--- src/design/ppm_pkg.sv ---
// ---------------------------------------------------------------------------
// ppm_pkg: shared types and constants for the P6 stream parser
// Header phase codes, queue entry layout, result layout and byte constants.
// ---------------------------------------------------------------------------
package ppm_pkg;

    // Header parser phase, one-hot
    typedef enum logic [5:0] {
        PH_MAGIC  = 6'b000001,
        PH_WIDTH  = 6'b000010,
        PH_HEIGHT = 6'b000100,
        PH_MAXVAL = 6'b001000,
        PH_PIXELS = 6'b010000,
        PH_IDLE   = 6'b100000
    } phase_t;

    // What a queue entry carries from the front to the back
    typedef enum logic [1:0] {
        ENT_PIXEL_BYTE = 2'd0,
        ENT_HEADER     = 2'd1,
        ENT_ERROR      = 2'd2
    } entry_kind_t;

    typedef struct packed {
        entry_kind_t kind;
        logic [7:0]  data;
        logic [1:0]  code;
    } entry_t;

    // Result kinds
    localparam logic [1:0] KIND_PIXEL  = 2'd0;
    localparam logic [1:0] KIND_HEADER = 2'd1;
    localparam logic [1:0] KIND_ERROR  = 2'd2;

    // Error codes
    localparam logic [1:0] ERR_MAGIC      = 2'd0;
    localparam logic [1:0] ERR_NOT_NUMBER = 2'd1;
    localparam logic [1:0] ERR_TOO_LARGE  = 2'd2;

    // Byte constants
    localparam logic [7:0] CH_P     = 8'h50;
    localparam logic [7:0] CH_SIX   = 8'h36;
    localparam logic [7:0] CH_HASH  = 8'h23;
    localparam logic [7:0] CH_LF    = 8'h0A;
    localparam logic [7:0] CH_ZERO  = 8'h30;
    localparam logic [7:0] CH_NINE  = 8'h39;
    localparam logic [7:0] CH_SPACE = 8'h20;
    localparam logic [7:0] CH_TAB   = 8'h09;
    localparam logic [7:0] CH_CR    = 8'h0D;

    // Reported dimension width and stream data width
    localparam int OUT_DIM_W = 16;
    localparam int TDATA_W   = 64;
    localparam logic [2:0] TOK_POS_MAX = 3'd7;

    typedef struct packed {
        logic [1:0]           kind;
        logic [7:0]           red;
        logic [7:0]           green;
        logic [7:0]           blue;
        logic [OUT_DIM_W-1:0] image_width;
        logic [OUT_DIM_W-1:0] image_height;
        logic                 last_pixel;
        logic [1:0]           error_code;
    } result_t;

    // Header token separator
    function automatic logic is_blank(input logic [7:0] b);
        return (b == CH_SPACE) || ((b >= CH_TAB) && (b <= CH_CR));
    endfunction

endpackage

--- src/design/ppm_p6_stream_parser.sv ---
// ---------------------------------------------------------------------------
// ppm_p6_stream_parser: binary P6 image stream parser
// Parses the P6 header from a byte stream and emits a header word, one
// word per RGB pixel, or a single error word.
// ---------------------------------------------------------------------------
//  Channel  Dir  Handshake        Payload
//  s_*      in   tvalid/tready    tdata = data_byte, tuser = start_of_file
//  m_*      out  tvalid/tready    tdata = pixel/dims/error, tuser = kind,
//                                 tlast = last_pixel
//
//  Throughput is one byte word per cycle while the queue is not full. A byte
//  word enters the queue when accepted, and the back pops it and registers
//  its result once the result register is free or draining.
//  Reset clears all parser and pixel-count state; no clearing pass.
//  A stalled output fills the two-entry queue, after which s_tready drops.
// ---------------------------------------------------------------------------
module ppm_p6_stream_parser import ppm_pkg::*; #(
    parameter int DIM_BITS = 16
) (
    input  logic               clk,
    input  logic               rst_n,
    input  logic               s_tvalid,
    output logic               s_tready,
    input  logic [7:0]         s_tdata,  // [7:0] data_byte
    input  logic [0:0]         s_tuser,  // [0] start_of_file
    output logic               m_tvalid,
    input  logic               m_tready,
    // [7:0] red, [15:8] green, [23:16] blue, [39:24] image_width,
    // [55:40] image_height, [57:56] error_code, [63:58] zero
    output logic [TDATA_W-1:0] m_tdata,
    output logic [1:0]         m_tuser,  // [1:0] kind
    output logic               m_tlast
);

    localparam int Q_DEPTH = 2;
    localparam int ENT_W   = $bits(entry_t);
    localparam int Q_W     = ENT_W + 2 * DIM_BITS;
    localparam int PAD_W   = TDATA_W - 58;

    logic                accept;
    logic                push;
    entry_t              push_entry;
    logic [DIM_BITS-1:0] push_width;
    logic [DIM_BITS-1:0] push_height;
    logic                q_not_full;
    logic                q_not_empty;
    logic                q_pop;
    logic [Q_W-1:0]      q_data;
    entry_t              pop_entry;
    logic [DIM_BITS-1:0] pop_width;
    logic [DIM_BITS-1:0] pop_height;
    result_t             result;

    assign s_tready = q_not_full;
    assign accept   = s_tvalid && s_tready;

    ppm_front #(
        .DIM_BITS (DIM_BITS)
    ) u_front (
        .clk           (clk),
        .rst_n         (rst_n),
        .accept        (accept),
        .data_byte     (s_tdata),
        .start_of_file (s_tuser[0]),
        .push          (push),
        .entry         (push_entry),
        .ent_width     (push_width),
        .ent_height    (push_height)
    );

    ppm_queue #(
        .WIDTH (Q_W),
        .DEPTH (Q_DEPTH)
    ) u_queue (
        .clk       (clk),
        .rst_n     (rst_n),
        .push      (push),
        .push_data ({push_height, push_width, push_entry}),
        .not_full  (q_not_full),
        .pop       (q_pop),
        .not_empty (q_not_empty),
        .pop_data  (q_data)
    );

    // Unpack the queue word
    assign pop_entry  = entry_t'(q_data[ENT_W-1:0]);
    assign pop_width  = q_data[ENT_W +: DIM_BITS];
    assign pop_height = q_data[ENT_W + DIM_BITS +: DIM_BITS];

    ppm_back #(
        .DIM_BITS (DIM_BITS)
    ) u_back (
        .clk        (clk),
        .rst_n      (rst_n),
        .q_valid    (q_not_empty),
        .q_pop      (q_pop),
        .entry      (pop_entry),
        .ent_width  (pop_width),
        .ent_height (pop_height),
        .res_valid  (m_tvalid),
        .res_ready  (m_tready),
        .result     (result)
    );

    // Pack the result word
    assign m_tdata = {{PAD_W{1'b0}}, result.error_code, result.image_height,
                      result.image_width, result.blue, result.green, result.red};
    assign m_tuser = result.kind;
    assign m_tlast = result.last_pixel;

    // A header flagged as last belongs to an empty image
    assert property (@(posedge clk) disable iff (!rst_n)
        (m_tvalid && (m_tuser == KIND_HEADER) && m_tlast) |->
            ((m_tdata[39:24] == '0) || (m_tdata[55:40] == '0) || (DIM_BITS > OUT_DIM_W)))
        else $error("last header with nonzero dimensions");

    // An error word never marks the last pixel
    assert property (@(posedge clk) disable iff (!rst_n)
        (m_tvalid && (m_tuser == KIND_ERROR)) |-> !m_tlast)
        else $error("error word marked last");

    // A pixel word carries no dimensions or error code
    assert property (@(posedge clk) disable iff (!rst_n)
        (m_tvalid && (m_tuser == KIND_PIXEL)) |-> (m_tdata[57:24] == '0))
        else $error("pixel word carries header fields");

endmodule

--- src/design/ppm_queue.sv ---
// ---------------------------------------------------------------------------
// ppm_queue: short register FIFO between the parser front and back
// Takes one word per cycle while not full, shows the oldest word.
// ---------------------------------------------------------------------------
module ppm_queue #(
    parameter int WIDTH = 8,
    parameter int DEPTH = 2
) (
    input  logic             clk,
    input  logic             rst_n,
    input  logic             push,
    input  logic [WIDTH-1:0] push_data,
    output logic             not_full,
    input  logic             pop,
    output logic             not_empty,
    output logic [WIDTH-1:0] pop_data
);

    localparam int PTR_W = (DEPTH > 1) ? $clog2(DEPTH) : 1;
    localparam int CNT_W = $clog2(DEPTH + 1);
    localparam logic [PTR_W-1:0] PTR_LAST = PTR_W'(DEPTH - 1);
    localparam logic [CNT_W-1:0] CNT_FULL = CNT_W'(DEPTH);

    logic [WIDTH-1:0] slot_reg [DEPTH];
    logic [PTR_W-1:0] wr_ptr_reg, wr_ptr_next;
    logic [PTR_W-1:0] rd_ptr_reg, rd_ptr_next;
    logic [CNT_W-1:0] count_reg, count_next;
    logic             do_push;
    logic             do_pop;

    assign not_full  = (count_reg != CNT_FULL);
    assign not_empty = (count_reg != '0);
    assign pop_data  = slot_reg[rd_ptr_reg];
    assign do_push   = push && not_full;
    assign do_pop    = pop && not_empty;

    // Advance pointers and occupancy
    always_comb
    begin
        wr_ptr_next = wr_ptr_reg;
        rd_ptr_next = rd_ptr_reg;
        count_next  = count_reg;
        if (do_push)
        begin
            wr_ptr_next = (wr_ptr_reg == PTR_LAST) ? '0 : wr_ptr_reg + 1'b1;
        end
        if (do_pop)
        begin
            rd_ptr_next = (rd_ptr_reg == PTR_LAST) ? '0 : rd_ptr_reg + 1'b1;
        end
        if (do_push && !do_pop)
        begin
            count_next = count_reg + 1'b1;
        end
        else if (do_pop && !do_push)
        begin
            count_next = count_reg - 1'b1;
        end
    end

    always_ff @(posedge clk or negedge rst_n)
    begin
        if (!rst_n)
        begin
            wr_ptr_reg <= '0;
            rd_ptr_reg <= '0;
            count_reg  <= '0;
        end
        else
        begin
            wr_ptr_reg <= wr_ptr_next;
            rd_ptr_reg <= rd_ptr_next;
            count_reg  <= count_next;
        end
    end

    // Store the pushed word
    always_ff @(posedge clk)
    begin
        if (do_push)
        begin
            slot_reg[wr_ptr_reg] <= push_data;
        end
    end

endmodule

--- src/design/ppm_front.sv ---
// ---------------------------------------------------------------------------
// ppm_front: header tokenizer and classifier
// Parses magic, width, height and maxval; forwards pixel bytes, the header
// and errors into the queue.
// ---------------------------------------------------------------------------
module ppm_front import ppm_pkg::*; #(
    parameter int DIM_BITS = 16
) (
    input  logic                clk,
    input  logic                rst_n,
    input  logic                accept,
    input  logic [7:0]          data_byte,
    input  logic                start_of_file,
    output logic                push,
    output entry_t              entry,
    output logic [DIM_BITS-1:0] ent_width,
    output logic [DIM_BITS-1:0] ent_height
);

    localparam int ACC_W = DIM_BITS + 1;
    localparam int MUL_W = DIM_BITS + 5;
    localparam logic [ACC_W-1:0] ACC_SAT = ACC_W'(1) << DIM_BITS;

    phase_t              phase_reg, phase_next;
    logic                in_comment_reg, in_comment_next;
    logic                in_token_reg, in_token_next;
    logic [2:0]          tok_pos_reg, tok_pos_next;
    logic                stopped_reg, stopped_next;
    logic [ACC_W-1:0]    acc_reg, acc_next;
    logic [DIM_BITS-1:0] width_reg, width_next;
    logic [DIM_BITS-1:0] height_reg, height_next;

    phase_t              ph;
    logic                com;
    logic                tok;
    logic                header_ph;
    logic                blank;
    logic                hash;
    logic                digit;
    logic                tok_start;
    logic                tok_cont;
    logic                tok_end;
    logic [2:0]          base_pos;
    logic                base_stop;
    logic [ACC_W-1:0]    base_acc;
    logic [MUL_W-1:0]    acc_sum;
    logic [ACC_W-1:0]    acc_upd;
    logic [7:0]          digit_val;
    logic                push_c;

    // State as seen by this byte: a start-of-file word restarts the parser
    assign ph  = start_of_file ? PH_MAGIC : phase_reg;
    assign com = start_of_file ? 1'b0 : in_comment_reg;
    assign tok = start_of_file ? 1'b0 : in_token_reg;

    assign header_ph = (ph == PH_MAGIC) || (ph == PH_WIDTH) ||
                       (ph == PH_HEIGHT) || (ph == PH_MAXVAL);
    assign blank     = is_blank(data_byte);
    assign hash      = (data_byte == CH_HASH);
    assign digit     = (data_byte >= CH_ZERO) && (data_byte <= CH_NINE);
    assign tok_start = header_ph && !com && !tok && !blank && !hash;
    assign tok_cont  = header_ph && !com && tok && !blank;
    assign tok_end   = header_ph && !com && tok && blank;

    // A fresh token starts from cleared token state
    assign base_pos  = (tok_start || start_of_file) ? 3'd0 : tok_pos_reg;
    assign base_stop = (tok_start || start_of_file) ? 1'b0 : stopped_reg;
    assign base_acc  = (tok_start || start_of_file) ? '0 : acc_reg;

    // Decimal accumulate, saturating just above the dimension limit
    assign digit_val = data_byte - CH_ZERO;
    assign acc_sum   = (MUL_W'(base_acc) << 3) + (MUL_W'(base_acc) << 1) +
                       MUL_W'(digit_val[3:0]);
    assign acc_upd   = (acc_sum >= MUL_W'(ACC_SAT)) ? ACC_SAT : acc_sum[ACC_W-1:0];

    always_comb
    begin
        phase_next      = ph;
        in_comment_next = com;
        in_token_next   = tok;
        tok_pos_next    = base_pos;
        stopped_next    = base_stop;
        acc_next        = base_acc;
        width_next      = width_reg;
        height_next     = height_reg;
        push_c          = 1'b0;
        entry.kind      = ENT_PIXEL_BYTE;
        entry.data      = data_byte;
        entry.code      = ERR_MAGIC;

        // Skip comments up to the line feed
        if (header_ph && com && (data_byte == CH_LF))
        begin
            in_comment_next = 1'b0;
        end
        if (header_ph && !com && !tok && hash)
        begin
            in_comment_next = 1'b1;
        end
        if (tok_start)
        begin
            in_token_next = 1'b1;
        end

        // Take one token byte
        if (tok_start || tok_cont)
        begin
            if (ph == PH_MAGIC)
            begin
                if (((base_pos == 3'd0) && (data_byte != CH_P)) ||
                    ((base_pos == 3'd1) && (data_byte != CH_SIX)) ||
                    (base_pos >= 3'd2))
                begin
                    stopped_next = 1'b1;
                end
                if (base_pos < TOK_POS_MAX)
                begin
                    tok_pos_next = base_pos + 3'd1;
                end
            end
            else if (!base_stop)
            begin
                if (digit)
                begin
                    acc_next = acc_upd;
                    if (base_pos < TOK_POS_MAX)
                    begin
                        tok_pos_next = base_pos + 3'd1;
                    end
                end
                else
                begin
                    stopped_next = 1'b1;
                end
            end
        end

        // Judge a token at its terminating whitespace
        if (tok_end)
        begin
            in_token_next = 1'b0;
            case (ph)
                PH_MAGIC:
                begin
                    if (base_stop || (base_pos != 3'd2))
                    begin
                        push_c     = 1'b1;
                        entry.kind = ENT_ERROR;
                        entry.code = ERR_MAGIC;
                        phase_next = PH_IDLE;
                    end
                    else
                    begin
                        phase_next = PH_WIDTH;
                    end
                end
                PH_WIDTH, PH_HEIGHT:
                begin
                    if (base_pos == 3'd0)
                    begin
                        push_c     = 1'b1;
                        entry.kind = ENT_ERROR;
                        entry.code = ERR_NOT_NUMBER;
                        phase_next = PH_IDLE;
                    end
                    else if (base_acc[DIM_BITS])
                    begin
                        push_c     = 1'b1;
                        entry.kind = ENT_ERROR;
                        entry.code = ERR_TOO_LARGE;
                        phase_next = PH_IDLE;
                    end
                    else if (ph == PH_WIDTH)
                    begin
                        width_next = base_acc[DIM_BITS-1:0];
                        phase_next = PH_HEIGHT;
                    end
                    else
                    begin
                        height_next = base_acc[DIM_BITS-1:0];
                        phase_next  = PH_MAXVAL;
                    end
                end
                default:
                begin
                    push_c = 1'b1;
                    if (base_pos == 3'd0)
                    begin
                        entry.kind = ENT_ERROR;
                        entry.code = ERR_NOT_NUMBER;
                        phase_next = PH_IDLE;
                    end
                    else
                    begin
                        entry.kind = ENT_HEADER;
                        phase_next = ((width_reg == '0) || (height_reg == '0)) ?
                                     PH_IDLE : PH_PIXELS;
                    end
                end
            endcase
        end

        // Forward every byte of the pixel section
        if (ph == PH_PIXELS)
        begin
            push_c     = 1'b1;
            entry.kind = ENT_PIXEL_BYTE;
        end
    end

    assign push       = accept && push_c;
    assign ent_width  = width_reg;
    assign ent_height = height_reg;

    always_ff @(posedge clk or negedge rst_n)
    begin
        if (!rst_n)
        begin
            phase_reg      <= PH_MAGIC;
            in_comment_reg <= 1'b0;
            in_token_reg   <= 1'b0;
            tok_pos_reg    <= '0;
            stopped_reg    <= 1'b0;
            acc_reg        <= '0;
            width_reg      <= '0;
            height_reg     <= '0;
        end
        else if (accept)
        begin
            phase_reg      <= phase_next;
            in_comment_reg <= in_comment_next;
            in_token_reg   <= in_token_next;
            tok_pos_reg    <= tok_pos_next;
            stopped_reg    <= stopped_next;
            acc_reg        <= acc_next;
            width_reg      <= width_next;
            height_reg     <= height_next;
        end
    end

endmodule

--- src/design/ppm_back.sv ---
// ---------------------------------------------------------------------------
// ppm_back: pixel assembler and result register
// Groups pixel bytes into RGB, counts columns and rows to mark the last
// pixel, and holds each result until the output takes it.
// ---------------------------------------------------------------------------
module ppm_back import ppm_pkg::*; #(
    parameter int DIM_BITS = 16
) (
    input  logic                clk,
    input  logic                rst_n,
    input  logic                q_valid,
    output logic                q_pop,
    input  entry_t              entry,
    input  logic [DIM_BITS-1:0] ent_width,
    input  logic [DIM_BITS-1:0] ent_height,
    output logic                res_valid,
    input  logic                res_ready,
    output result_t             result
);

    localparam int EXT_W = (DIM_BITS > OUT_DIM_W) ? DIM_BITS : OUT_DIM_W;

    logic                active_reg, active_next;
    logic [1:0]          chan_reg, chan_next;
    logic [7:0]          red_reg, red_next;
    logic [7:0]          green_reg, green_next;
    logic [DIM_BITS-1:0] col_reg, col_next;
    logic [DIM_BITS-1:0] row_reg, row_next;
    logic [DIM_BITS-1:0] width_reg, width_next;
    logic [DIM_BITS-1:0] height_reg, height_next;
    logic                out_valid_reg, out_valid_next;
    result_t             out_reg, out_next;

    logic                can_take;
    logic                produce;
    logic                empty_img;
    logic                last_col;
    logic                last_row;
    logic [EXT_W-1:0]    width_ext;
    logic [EXT_W-1:0]    height_ext;

    // Pop whenever the result register is free or draining
    assign can_take   = !out_valid_reg || res_ready;
    assign q_pop      = q_valid && can_take;
    assign empty_img  = (ent_width == '0) || (ent_height == '0);
    assign last_col   = (col_reg == width_reg - 1'b1);
    assign last_row   = (row_reg == height_reg - 1'b1);
    assign width_ext  = EXT_W'(ent_width);
    assign height_ext = EXT_W'(ent_height);

    always_comb
    begin
        active_next = active_reg;
        chan_next   = chan_reg;
        red_next    = red_reg;
        green_next  = green_reg;
        col_next    = col_reg;
        row_next    = row_reg;
        width_next  = width_reg;
        height_next = height_reg;
        produce     = 1'b0;
        out_next    = '0;

        if (q_pop)
        begin
            case (entry.kind)
                ENT_HEADER:
                begin
                    produce               = 1'b1;
                    out_next.kind         = KIND_HEADER;
                    out_next.image_width  = width_ext[OUT_DIM_W-1:0];
                    out_next.image_height = height_ext[OUT_DIM_W-1:0];
                    out_next.last_pixel   = empty_img;
                    active_next           = !empty_img;
                    width_next            = ent_width;
                    height_next           = ent_height;
                    chan_next             = 2'd0;
                    col_next              = '0;
                    row_next              = '0;
                end
                ENT_ERROR:
                begin
                    produce             = 1'b1;
                    out_next.kind       = KIND_ERROR;
                    out_next.error_code = entry.code;
                    active_next         = 1'b0;
                end
                default:
                begin
                    // Drop pixel bytes once the image is complete
                    if (active_reg)
                    begin
                        case (chan_reg)
                            2'd0:
                            begin
                                red_next  = entry.data;
                                chan_next = 2'd1;
                            end
                            2'd1:
                            begin
                                green_next = entry.data;
                                chan_next  = 2'd2;
                            end
                            default:
                            begin
                                produce             = 1'b1;
                                out_next.kind       = KIND_PIXEL;
                                out_next.red        = red_reg;
                                out_next.green      = green_reg;
                                out_next.blue       = entry.data;
                                out_next.last_pixel = last_col && last_row;
                                chan_next           = 2'd0;
                                if (last_col)
                                begin
                                    col_next = '0;
                                    row_next = row_reg + 1'b1;
                                end
                                else
                                begin
                                    col_next = col_reg + 1'b1;
                                end
                                if (last_col && last_row)
                                begin
                                    active_next = 1'b0;
                                end
                            end
                        endcase
                    end
                end
            endcase
        end

        // Hold the result until taken
        if (produce)
        begin
            out_valid_next = 1'b1;
        end
        else if (res_ready)
        begin
            out_valid_next = 1'b0;
        end
        else
        begin
            out_valid_next = out_valid_reg;
        end
    end

    assign res_valid = out_valid_reg;
    assign result    = out_reg;

    always_ff @(posedge clk or negedge rst_n)
    begin
        if (!rst_n)
        begin
            active_reg    <= 1'b0;
            chan_reg      <= '0;
            col_reg       <= '0;
            row_reg       <= '0;
            out_valid_reg <= 1'b0;
        end
        else
        begin
            active_reg    <= active_next;
            chan_reg      <= chan_next;
            col_reg       <= col_next;
            row_reg       <= row_next;
            out_valid_reg <= out_valid_next;
        end
    end

    always_ff @(posedge clk)
    begin
        red_reg    <= red_next;
        green_reg  <= green_next;
        width_reg  <= width_next;
        height_reg <= height_next;
        if (produce)
        begin
            out_reg <= out_next;
        end
    end

endmodule
--- config.mk ---
export PLATFORM = sky130hd
export DESIGN_NAME = ppm_p6_stream_parser
export DESIGN_NICKNAME = d
export VERILOG_FILES = /design/src/design/ppm_pkg.sv /design/src/design/ppm_p6_stream_parser.sv /design/src/design/ppm_queue.sv /design/src/design/ppm_front.sv /design/src/design/ppm_back.sv
export SDC_FILE = /design/constraint.sdc
export NUM_CORES = 1
export LEC_CHECK = 0
export ABC_AREA = 1
export ABC_CLOCK_PERIOD_IN_PS = 5100
export BUFFER_PORTS_ARGS = -buffer_cell sky130_fd_sc_hd__buf_2
export CAP_MARGIN = 20
export CELL_PAD_IN_SITES_DETAIL_PLACEMENT = 1
export CELL_PAD_IN_SITES_GLOBAL_PLACEMENT = 2
export CORE_AREA = 2 2 237 180
export CTS_CLUSTER_SIZE = 40
export DETAILED_ROUTE_END_ITERATION = 10
export DIE_AREA = 0 0 239 182
export GPL_TIMING_DRIVEN = 0
export HOLD_SLACK_MARGIN = 0.1
export PLACE_DENSITY = 0.91
export SLEW_MARGIN = 25
export SYNTH_ARGS = -nofsm -noshare
export SYNTH_HDL_FRONTEND = slang
export SYNTH_HIERARCHICAL = 1
export SYNTH_SLANG_ARGS = --single-unit
--- constraint.sdc ---
create_clock -name clk -period 5.1 [get_ports clk]
set_input_delay 0.765 -clock clk [delete_from_list [all_inputs] [get_ports clk]]
set_output_delay 0.765 -clock clk [all_outputs]
set_load 0.01 [all_outputs]
==> results.yml, run 1 <==
global_route:
  grt_util_all_layers: 0.210
  grt-ovfl-total: 0
  antenna_found_initial: 0
  grt_pass1_vias: 13025
  grt_max_degree: 68
  grt_pass1_wl_um: 71900
synthesis:
  synth_seq_cells: 298
  synthesis.area_mm2: 0.0159
  syn_inst: 1805
  synth_cell_types: 52
  synth_ff_type: "edfxtp_1"
  async_flop_share: 0.339
  synth_edf_count: 197
  yosys_warnings: 6
  ys_seq_area_frac: 0.530
  synth_area_per_cell_um2: 8.82
power_and_ir_drop:
  power_density_mw_per_mm2: 493
  leakagePower_nw: 8.40
  total_power_mw: 9.07
  peakVddDrop_mv: 0.272
cells_and_area:
  areaGrowthSynthToFinish_pct: 15.6
  largest_register_ffs: 88
  final_common_cell: "nand2_1"
  drive_gt1_frac: 0.129
  stdcell_count: 2488
  diodes: 0
  final_cell_mix: "nand2_1 (498), inv_1 (229), nor2_1 (206)"
  final_nets: 1987
die:
  design.die.area_mm2: 0.0435
  die_height_um: 182
  dieWidth_um: 239
  ios: 82
  initial_core_util: 0.384
  coreArea_mm2: 0.0415
  rows: 65
clock_tree:
  cts-htree-levels: 1
  clk_latency_ns: 0.59
  cts.path.max_buffers: 3
  cts.clk_slew.worst_paths_ns: 0.06
  cts.sinks: 298
  cts_made_buffers: 31
  cts-root-buf: "clkbuf_16"
  cts_tree: "done"
  cts_setup_buffers: 0
sta:
  worstMarginPinSlew_ns: 0.919
  clock_skew_ns: 0.0142
  max-slew-margin-rel: 0.384
  period_needed_ns: 4.80
  fin_crit_sh: 0.942
  hold_viol_final: 0
  rsz0062_at_grt: "false"
  drv_slew: 0
  max_freq_mhz: 208
  final-setup-viol-count: 0
setup_path:
  worstPathArrival_ns: 5.30
  critPathKind: "in2reg"
  slowest_stage: "fa_1"
  reg2regPathDepth: 24
  worstPathRequired_ns: 5.60
  crit_path_start: "s_tuser"
  cp-start-kind: "input port"
  cp-end-kind: "flop"
  r2r_start: "u_front/phase_reg[0]$_DFFE_PN1P_"
  slowest_delay_ns: 0.53
  path_max_fanout: 10
routing:
  vias: 12518
  avgViaCountPerCell: 5.03
  routedWlPerCell_um: 18.4
  drc: 0
  drt_iter0_markers: 727
  ant_nets: 0
  finalWirelength_um: 45700
  first_pass_iters: 5
run:
  cap_violations: 0
placed_design:
  place_hpwl_um: 34100
  port-buffer-count: 75
  numPlacedInstances: 2430
  gp_congestion: 0.877
min_path:
  holdPathStages: 2
  hp-start: "u_front/acc_reg[4]$_DFFE_PN0P_"
  hold_path_class: "reg2reg"
outcome:
  status: "finished, final reports clean"
==> cell type report <==
type | instances | area, um2
Multi-Input combinational cell | 1213 | 6240
Clock buffer | 41 | 853
Buffer | 56 | 394
Inverter | 243 | 932
Timing Repair Buffer | 85 | 632
Sequential cell | 298 | 8440
Tap cell | 536 | 671
Fill cell | 4876 | 23100
Clock inverter | 16 | 225
==> routing by layer <==
layer / global-route usage / part of all wire / routed length (um)
met1: 0.286 / 0.47 / 21400
met2: 0.356 / 0.48 / 22000
met3: 0.0281 / 0.031 / 1440
met4: 0.0448 / 0.020 / 920
met5: 0 / 0 / 0
==> cell families (layout without fill, tap and decap cells) <==
group,Yosys count,in the layout,synth area share
and+or+nand+nor,935,936,0.258
buffers and inverters,300,441,0.0836
DFF,298,298,0.530
AOI/OAI and AO/OA,167,167,0.0579
xor gates and xnor gates,58,58,0.0324
adders and majority gates,46,46,0.0371
other,1,6,0.000236
==> path summary, 6_finish.rpt <==
| check | end | slack [ns] |
|---|---|---|
| max in group asynchronous | u_front/phase_reg[0]$_DFFE_PN1P_ | 3.68 |
| min reg2reg | u_front/acc_reg[4]$_DFFE_PN0P_ | 0.48 |
| min in group asynchronous | u_back/col_reg[2]$_DFFE_PN0P_ | 0.67 |
| min | u_front/acc_reg[4]$_DFFE_PN0P_ | 0.48 |
| max | u_front/acc_reg[7]$_DFFE_PN0P_ | 0.30 |
| max reg2reg | u_front/acc_reg[7]$_DFFE_PN0P_ | 0.34 |
==> synthesized netlist by cell type (3+ instances only) <==
cell,number,area share
nand2_1,499,0.12
inv_1,229,0.054
nor2_1,211,0.050
edfxtp_1,197,0.37
dfrtp_1,100,0.16
nand3_1,89,0.028
a21oi_1,72,0.023
ha_1,44,0.035
xor2_1,43,0.024
o21ai_1,40,0.013
o21ai_0,29,0.0091
nand4_1,28,0.011
nor4_1,21,0.0083
nand2_2,20,0.0079
nor3_1,19,0.0060
buf_4,18,0.0085
clkbuf_1,17,0.0040
xnor2_1,14,0.0077
buf_6,13,0.0092
nand3b_1,10,0.0047
nand2_4,8,0.0057
nor2_2,8,0.0031
buf_2,7,0.0022
inv_2,6,0.0014
a22oi_2,5,0.0039
inv_4,5,0.0020
nor2_4,5,0.0035
o22ai_1,5,0.0020
and2_1,4,0.0016
nor3b_1,4,0.0019
nand3_2,3,0.0019
nor2_8,3,0.0038
==> worst max-delay path: cells and delay by family <==
kind,cells,cell delay [ns]
AO/OA/AOI/OAI,2,0.34
AND/OR/NAND/NOR,17,2.55
buffers and inverters,4,0.60
adder cells (fa/ha/maj),2,1.03
==> timing repair <==
item	4_1_cts	5_1_grt
gates resized for setup	0	8
hold endpoints to repair	4	0
hold buffers	1	0
setup endpoints to repair	0	17
==> power by group <==
part,internal (mW),switching (mW),total (mW)
clock network,1.43,0.992,2.42
logic,1.02,2.12,3.14
registers,3.20,0.303,3.50
==> stage by stage <==
step | area, um2 | TNS (ns) | utilization | setup WS, ns | hold WS (ns)
floorplan | 15900 | 0 | - | 0.305 | 0.449
global placement | 17000 | -179.95 | 0.409 | -1.35 | 0.461
detailed placement | 17300 | -6.73 | 0.416 | -0.458 | 0.468
CTS | 18400 | 0 | 0.443 | 0.126 | 0.470
global route | 18400 | 0 | 0.443 | 0.0525 | 0.492
finish | 18400 | 0 | 0.443 | 0.297 | 0.482
No activity file was read; power rests on OpenSTA's default activity.
==> run 2: changes to the inputs <==
- ABC_CLOCK_PERIOD_IN_PS: 5100 -> 5900
- CORE_AREA: 2 2 237 180 -> 2 2 228 174
- DIE_AREA: 0 0 239 182 -> 0 0 230 176
- PLACE_DENSITY: 0.91 -> 0.95
- clock period: 5.1 -> 5.9 ns (I/O delays scaled with it)
==> run 2 against run 1 <==
  * Power shrank 16%
  * Combinational power shrank 16%
  * Non-clock buffer count shrank 3
  * Setup slack gained 0.46 ns
  * Sequential power shrank 14%
  * Critical path depth grew 1
  * Via count grew 1.6%
  * Sequential share of layout area grew 0.64 points
  * Register-to-register slack gained 0.55 ns
  * Clock power shrank 20%
  * Clock skew grew 0.0036 ns
  * Critical path type unchanged
  * Critical endpoint is now u_front/acc_reg[3]$_DFFE_PN0P_
==> results.yml, run 2 (same netlist as run 1, synthesis figures left out) <==
cells_and_area:
  final_common_cell: "nand2_1"
  final_cell_mix: "nand2_1 (499), inv_1 (229), nor2_1 (207)"
  areaGrowthSynthToFinish_pct: 14.0
  diodes: 0
  design_area_mm2: 0.0181
  largest_register_ffs: 88
  final_nets: 1982
  stdcell_count: 2459
  drive_gt1_frac: 0.125
setup_path:
  path_max_fanout: 10
  cp-endpoint: "u_front/acc_reg[3]$_DFFE_PN0P_"
  cp_common_cell: "nand2_1"
  worstPathArrival_ns: 5.65
  worstPathRequired_ns: 6.41
  cp-start-kind: "input port"
  crit_path_start: "s_tuser"
  critPathKind: "in2reg"
  reg2regPathDepth: 23
  r2r_end: "u_front/acc_reg[3]$_DFFE_PN0P_"
  cp_top_family: "simple AND/OR/NAND/NOR gates"
  r2r_slack_ns: 0.89
  r2r_start: "u_front/phase_reg[5]$_DFFE_PN0P_"
  crit_cells: 26
  slowest_stage: "fa_1"
  cp-end-kind: "flop"
  path_buf_inv: 5
  slowest_delay_ns: 0.55
sta:
  whs_ns: 0.202
  rsz0062_at_grt: "false"
  fin_crit_sh: 0.871
  clock_skew_ns: 0.0178
  max_freq_mhz: 195
  drv_slew: 0
  final-setup-viol-count: 0
  worstMarginPinSlew_ns: 0.913
  period_needed_ns: 5.14
  hold_viol_final: 0
  max-slew-margin-rel: 0.386
  setup_tns_ns: 0
global_route:
  grt_util_all_layers: 0.228
  antenna_found_initial: 0
  grt-ovfl-total: 0
  grt_pass1_vias: 13438
  grt_max_degree: 70
  grt_pass1_wl_um: 73100
routing:
  vias: 12716
  wl_met3_um: 1570
  finalWirelength_um: 45800
  dr.max_layer_used: "met4"
  drt_iter0_markers: 813
  met2WireLength_um: 22000
  m1WireLength_um: 21000
  drc: 0
  routedWlPerCell_um: 18.6
  avgViaCountPerCell: 5.17
  ant_nets: 0
  first_pass_iters: 5
power_and_ir_drop:
  intPower_mw: 4.69
  power_density_mw_per_mm2: 419
  swShare: 0.383
  p_comb_frac: 0.348
  peakVddDrop_mv: 0.277
  total_power_mw: 7.61
  clkPwrFrac: 0.255
  leakagePower_nw: 8.32
  switching_power_mw: 2.92
  power_frac_seq: 0.397
clock_tree:
  cts-root-buf: "clkbuf_16"
  cts.clk_slew.worst_paths_ns: 0.07
  cts_resized: 0
  cts_tree: "done"
  cts-htree-levels: 1
  ctsHoldBuffers: 0
  cts.sinks: 298
  cts.path.max_buffers: 3
  cts_setup_buffers: 0
  cts_made_buffers: 30
  clk_latency_ns: 0.59
run:
  cap_violations: 0
die:
  design.die.area_mm2: 0.0405
  rows: 62
  die_height_um: 176
  coreArea_mm2: 0.0380
  initial_core_util: 0.419
  ios: 82
  dieWidth_um: 230
placed_design:
  place_hpwl_um: 34900
  place_area_mm2: 0.0171
  gp_congestion: 0.866
  numPlacedInstances: 2403
  port-buffer-count: 75
min_path:
  hold_path_class: "in2async"
outcome:
  status: "finished, final reports clean"
run 2: metal layers:
layer | vias to the layer above | global-route usage
li1 | 6084 | -
met1 | 6316 | 0.307
met5 | - | 0.00361
met3 | 79 | 0.0263
met2 | 237 | 0.392
met4 | 0 | 0.0634
run 2: metrics by stage:
stage	setup slack, ns	util
2_1_floorplan	0.985	-
3_3_place_gp	-0.610	0.446
3_5_place_dp	0.200	0.451
4_1_cts	0.749	0.477
5_1_grt	0.430	0.477
6_report	0.759	0.477
run 2: final cells by class:
class / count / area (um2)
fill: 4498 / 19900
sequential: 298 / 8440
multi-input combinational: 1212 / 6200
inverter: 243 / 932
clock buffer: 40 / 840
tap: 512 / 641
timing repair buffer: 81 / 524
buffer: 57 / 399
clock inverter: 16 / 163
run 2: power by group through the flow:
stage,clock network (mW),registers [mW],logic [mW]
2_1_floorplan,0,3.14,1.59
3_3_place_gp,0,3.07,2.44
3_5_place_dp,0,3.06,2.63
4_1_cts,1.97,3.02,2.66
5_1_grt,2.05,3.07,2.95
6_report,1.94,3.02,2.65
run 2: worst min-delay path by stage:
stage                     cells past startpoint                           start                        endpoint
after floorplan                               2  u_front/acc_reg[0]$_DFFE_PN0P_  u_front/acc_reg[0]$_DFFE_PN0P_
after global placement                        2  u_front/acc_reg[1]$_DFFE_PN0P_  u_front/acc_reg[1]$_DFFE_PN0P_
after detailed placement                      2  u_front/acc_reg[1]$_DFFE_PN0P_  u_front/acc_reg[1]$_DFFE_PN0P_
after CTS                                     1                           rst_n   u_back/col_reg[6]$_DFFE_PN0P_
after global routing                          1                           rst_n  u_back/chan_reg[0]$_DFFE_PN0P_
final                                         1                           rst_n  u_back/chan_reg[0]$_DFFE_PN0P_
run 2: worst register-to-register path, cell delays in order, from the launching register on:
cell and delay (ns):
dfrtp_1 0.43, o21ai_0 0.26, nand4_1 0.21, nand3_2 0.19, nand4_4 0.16, nand2_4 0.21, inv_4 0.08, buf_2 0.20
nand2_1 0.33, fa_1 0.55, fa_1 0.49, o21ai_1 0.30, nand3_1 0.12, nand2_1 0.17, nand3_1 0.14, nand3_1 0.10
nand2_1 0.05, inv_1 0.04, nand3_1 0.12, nor2_4 0.31, nand2_4 0.13, nor2_8 0.15, nand2_1 0.09, a22oi_2 0.12
==> run 3: changes to the inputs <==
- CORE_AREA: 2 2 228 174 -> 5 5 231 177
- DIE_AREA: 0 0 230 176 -> 0 0 236 182
- MAX_ROUTING_LAYER: not set -> met4
==> run 3 against run 2 <==
  * Non-clock buffer count is 3 higher
  * Utilization is 0.40 points lower
  * Via count is 0.46% lower
  * Routed wire length is 0.55% lower
  * Sequential power hardly changed
  * Power is 2.3% higher
  * Clock skew is 0.00072 ns lower
  * Flip-flop and latch count stayed put
  * Cell count is 0.49% higher
  * Fmax is 1.2% higher
==> results.yml, run 3 (same netlist as run 1, synthesis figures left out) <==
global_route:
  grt_pass1_vias: 13436
  grt-ovfl-total: 0
  grt_util_all_layers: 0.216
  grt_max_degree: 68
  grt_pass1_wl_um: 73100
  antenna_found_initial: 0
sta:
  period_needed_ns: 5.08
  fin_crit_sh: 0.861
  worstMarginPinSlew_ns: 0.972
  clock_skew_ns: 0.0171
  max_freq_mhz: 197
  whs_ns: 0.235
  hold_viol_final: 0
  max-slew-margin-rel: 0.347
  drv_slew: 0
  final-setup-viol-count: 0
  setup_tns_ns: 0
  rsz0062_at_grt: "false"
setup_path:
  path_buf_inv: 5
  cp-end-kind: "flop"
  cp-start-kind: "input port"
  worstPathRequired_ns: 6.38
  path_max_fanout: 10
  r2r_start: "u_front/phase_reg[5]$_DFFE_PN0P_"
  slowest_delay_ns: 0.53
  r2r_end: "u_front/acc_reg[5]$_DFFE_PN0P_"
  worstPathArrival_ns: 5.56
  cp_common_cell: "nand2_1"
  critPathKind: "in2reg"
  cp_top_family: "simple AND/OR/NAND/NOR gates"
  reg2regPathDepth: 23
  r2r_slack_ns: 0.91
  slowest_stage: "fa_1"
routing:
  finalWirelength_um: 45600
  vias: 12657
  avgViaCountPerCell: 5.12
  drt_iter0_markers: 732
  first_pass_iters: 5
  drc: 0
  ant_nets: 0
  routedWlPerCell_um: 18.4
cells_and_area:
  fin_util: 0.473
  areaGrowthSynthToFinish_pct: 15.1
  stdcell_count: 2471
  diodes: 0
  final_nets: 1986
  drive_gt1_frac: 0.125
  largest_register_ffs: 88
  final_common_cell: "nand2_1"
  final_cell_mix: "nand2_1 (499), inv_1 (229), nor2_1 (207)"
run:
  cap_violations: 0
placed_design:
  gp_congestion: 0.863
  place_hpwl_um: 34800
  port-buffer-count: 75
  numPlacedInstances: 2414
outcome:
  status: "finished, final reports clean"
power_and_ir_drop:
  total_power_mw: 7.78
  swShare: 0.375
  switching_power_mw: 2.92
  p_comb_frac: 0.345
  leakagePower_nw: 8.39
  power_density_mw_per_mm2: 425
  clkPwrFrac: 0.266
  peakVddDrop_mv: 0.224
  intPower_mw: 4.87
  power_frac_seq: 0.389
clock_tree:
  cts.path.max_buffers: 3
  cts-htree-levels: 1
  ctsHoldBuffers: 0
  cts_setup_buffers: 0
  cts.clk_slew.worst_paths_ns: 0.06
  cts_made_buffers: 31
  clk_latency_ns: 0.57
  cts-root-buf: "clkbuf_16"
  cts_tree: "done"
  cts_resized: 0
  cts.sinks: 298
die:
  ios: 82
  dieWidth_um: 236
  rows: 63
  design.die.area_mm2: 0.0430
  initial_core_util: 0.411
  die_height_um: 182
  coreArea_mm2: 0.0387
min_path:
  hold_path_class: "in2async"
## run 3: cell types whose count changed in the layout (fill, tap and decap cells not counted)
cell        previous run  this run
buf_16                 3         8
inv_6                  0         3
clkinv_2               9         3
clkinv_16              1         0
clkinv_1               3         8
bufinv_16              2         6
clkbuf_8               3         0
clkbuf_1              23        22
buf_12                 3         1
clkinvlp_4             2         1
clkinv_8               0         1
## run 3: layer usage
metal / vias up / part of all wire / track usage / routed length (um)
met5: - / 0 / - / 0
met3: 68 / 0.033 / 0.0278 / 1510
met2: 176 / 0.49 / 0.369 / 22500
met4: 0 / 0.021 / 0.0413 / 943
met1: 6301 / 0.45 / 0.279 / 20600
li1: 6112 / - / - / -
## run 3: power groups by stage
stage          registers, mW  logic (mW)  clock network [mW]
2_1_floorplan           3.14        1.59                   0
3_3_place_gp            3.07        2.46                   0
3_5_place_dp            3.07        2.68                   0
4_1_cts                 3.03        2.70                2.11
5_1_grt                 3.07        2.97                2.22
6_report                3.03        2.69                2.07
## run 3: through the flow
stage                     setup slack (ns)  area (um2)
after floorplan                      0.985       15900
after global placement              -0.596       17000
after detailed placement             0.244       17200
after CTS                            0.828       18300
after global routing                 0.500       18300
final                                0.820       18300
## run 3: layout make-up
cell class	instances	area, um2
inverter	243	932
timing repair buffer	84	622
clock inverter	21	277
clock buffer	36	795
sequential	298	8440
fill	4565	20400
tap	520	651
multi-input combinational	1212	6200
buffer	57	399
## run 3: how the worst max path moves through the flow
stage	start	end	slack, ns	cells after the start
2_1_floorplan	s_tuser	u_queue/slot_reg[0][0]$_DFFE_PP_	0.98	18
3_3_place_gp	s_tuser	u_queue/slot_reg[0][20]$_DFFE_PP_	-0.60	19
3_5_place_dp	s_tuser	u_front/acc_reg[5]$_DFFE_PN0P_	0.24	26
4_1_cts	s_tuser	u_front/acc_reg[5]$_DFFE_PN0P_	0.83	26
5_1_grt	s_tuser	u_front/acc_reg[5]$_DFFE_PN0P_	0.50	27
6_report	s_tuser	u_front/acc_reg[5]$_DFFE_PN0P_	0.82	26
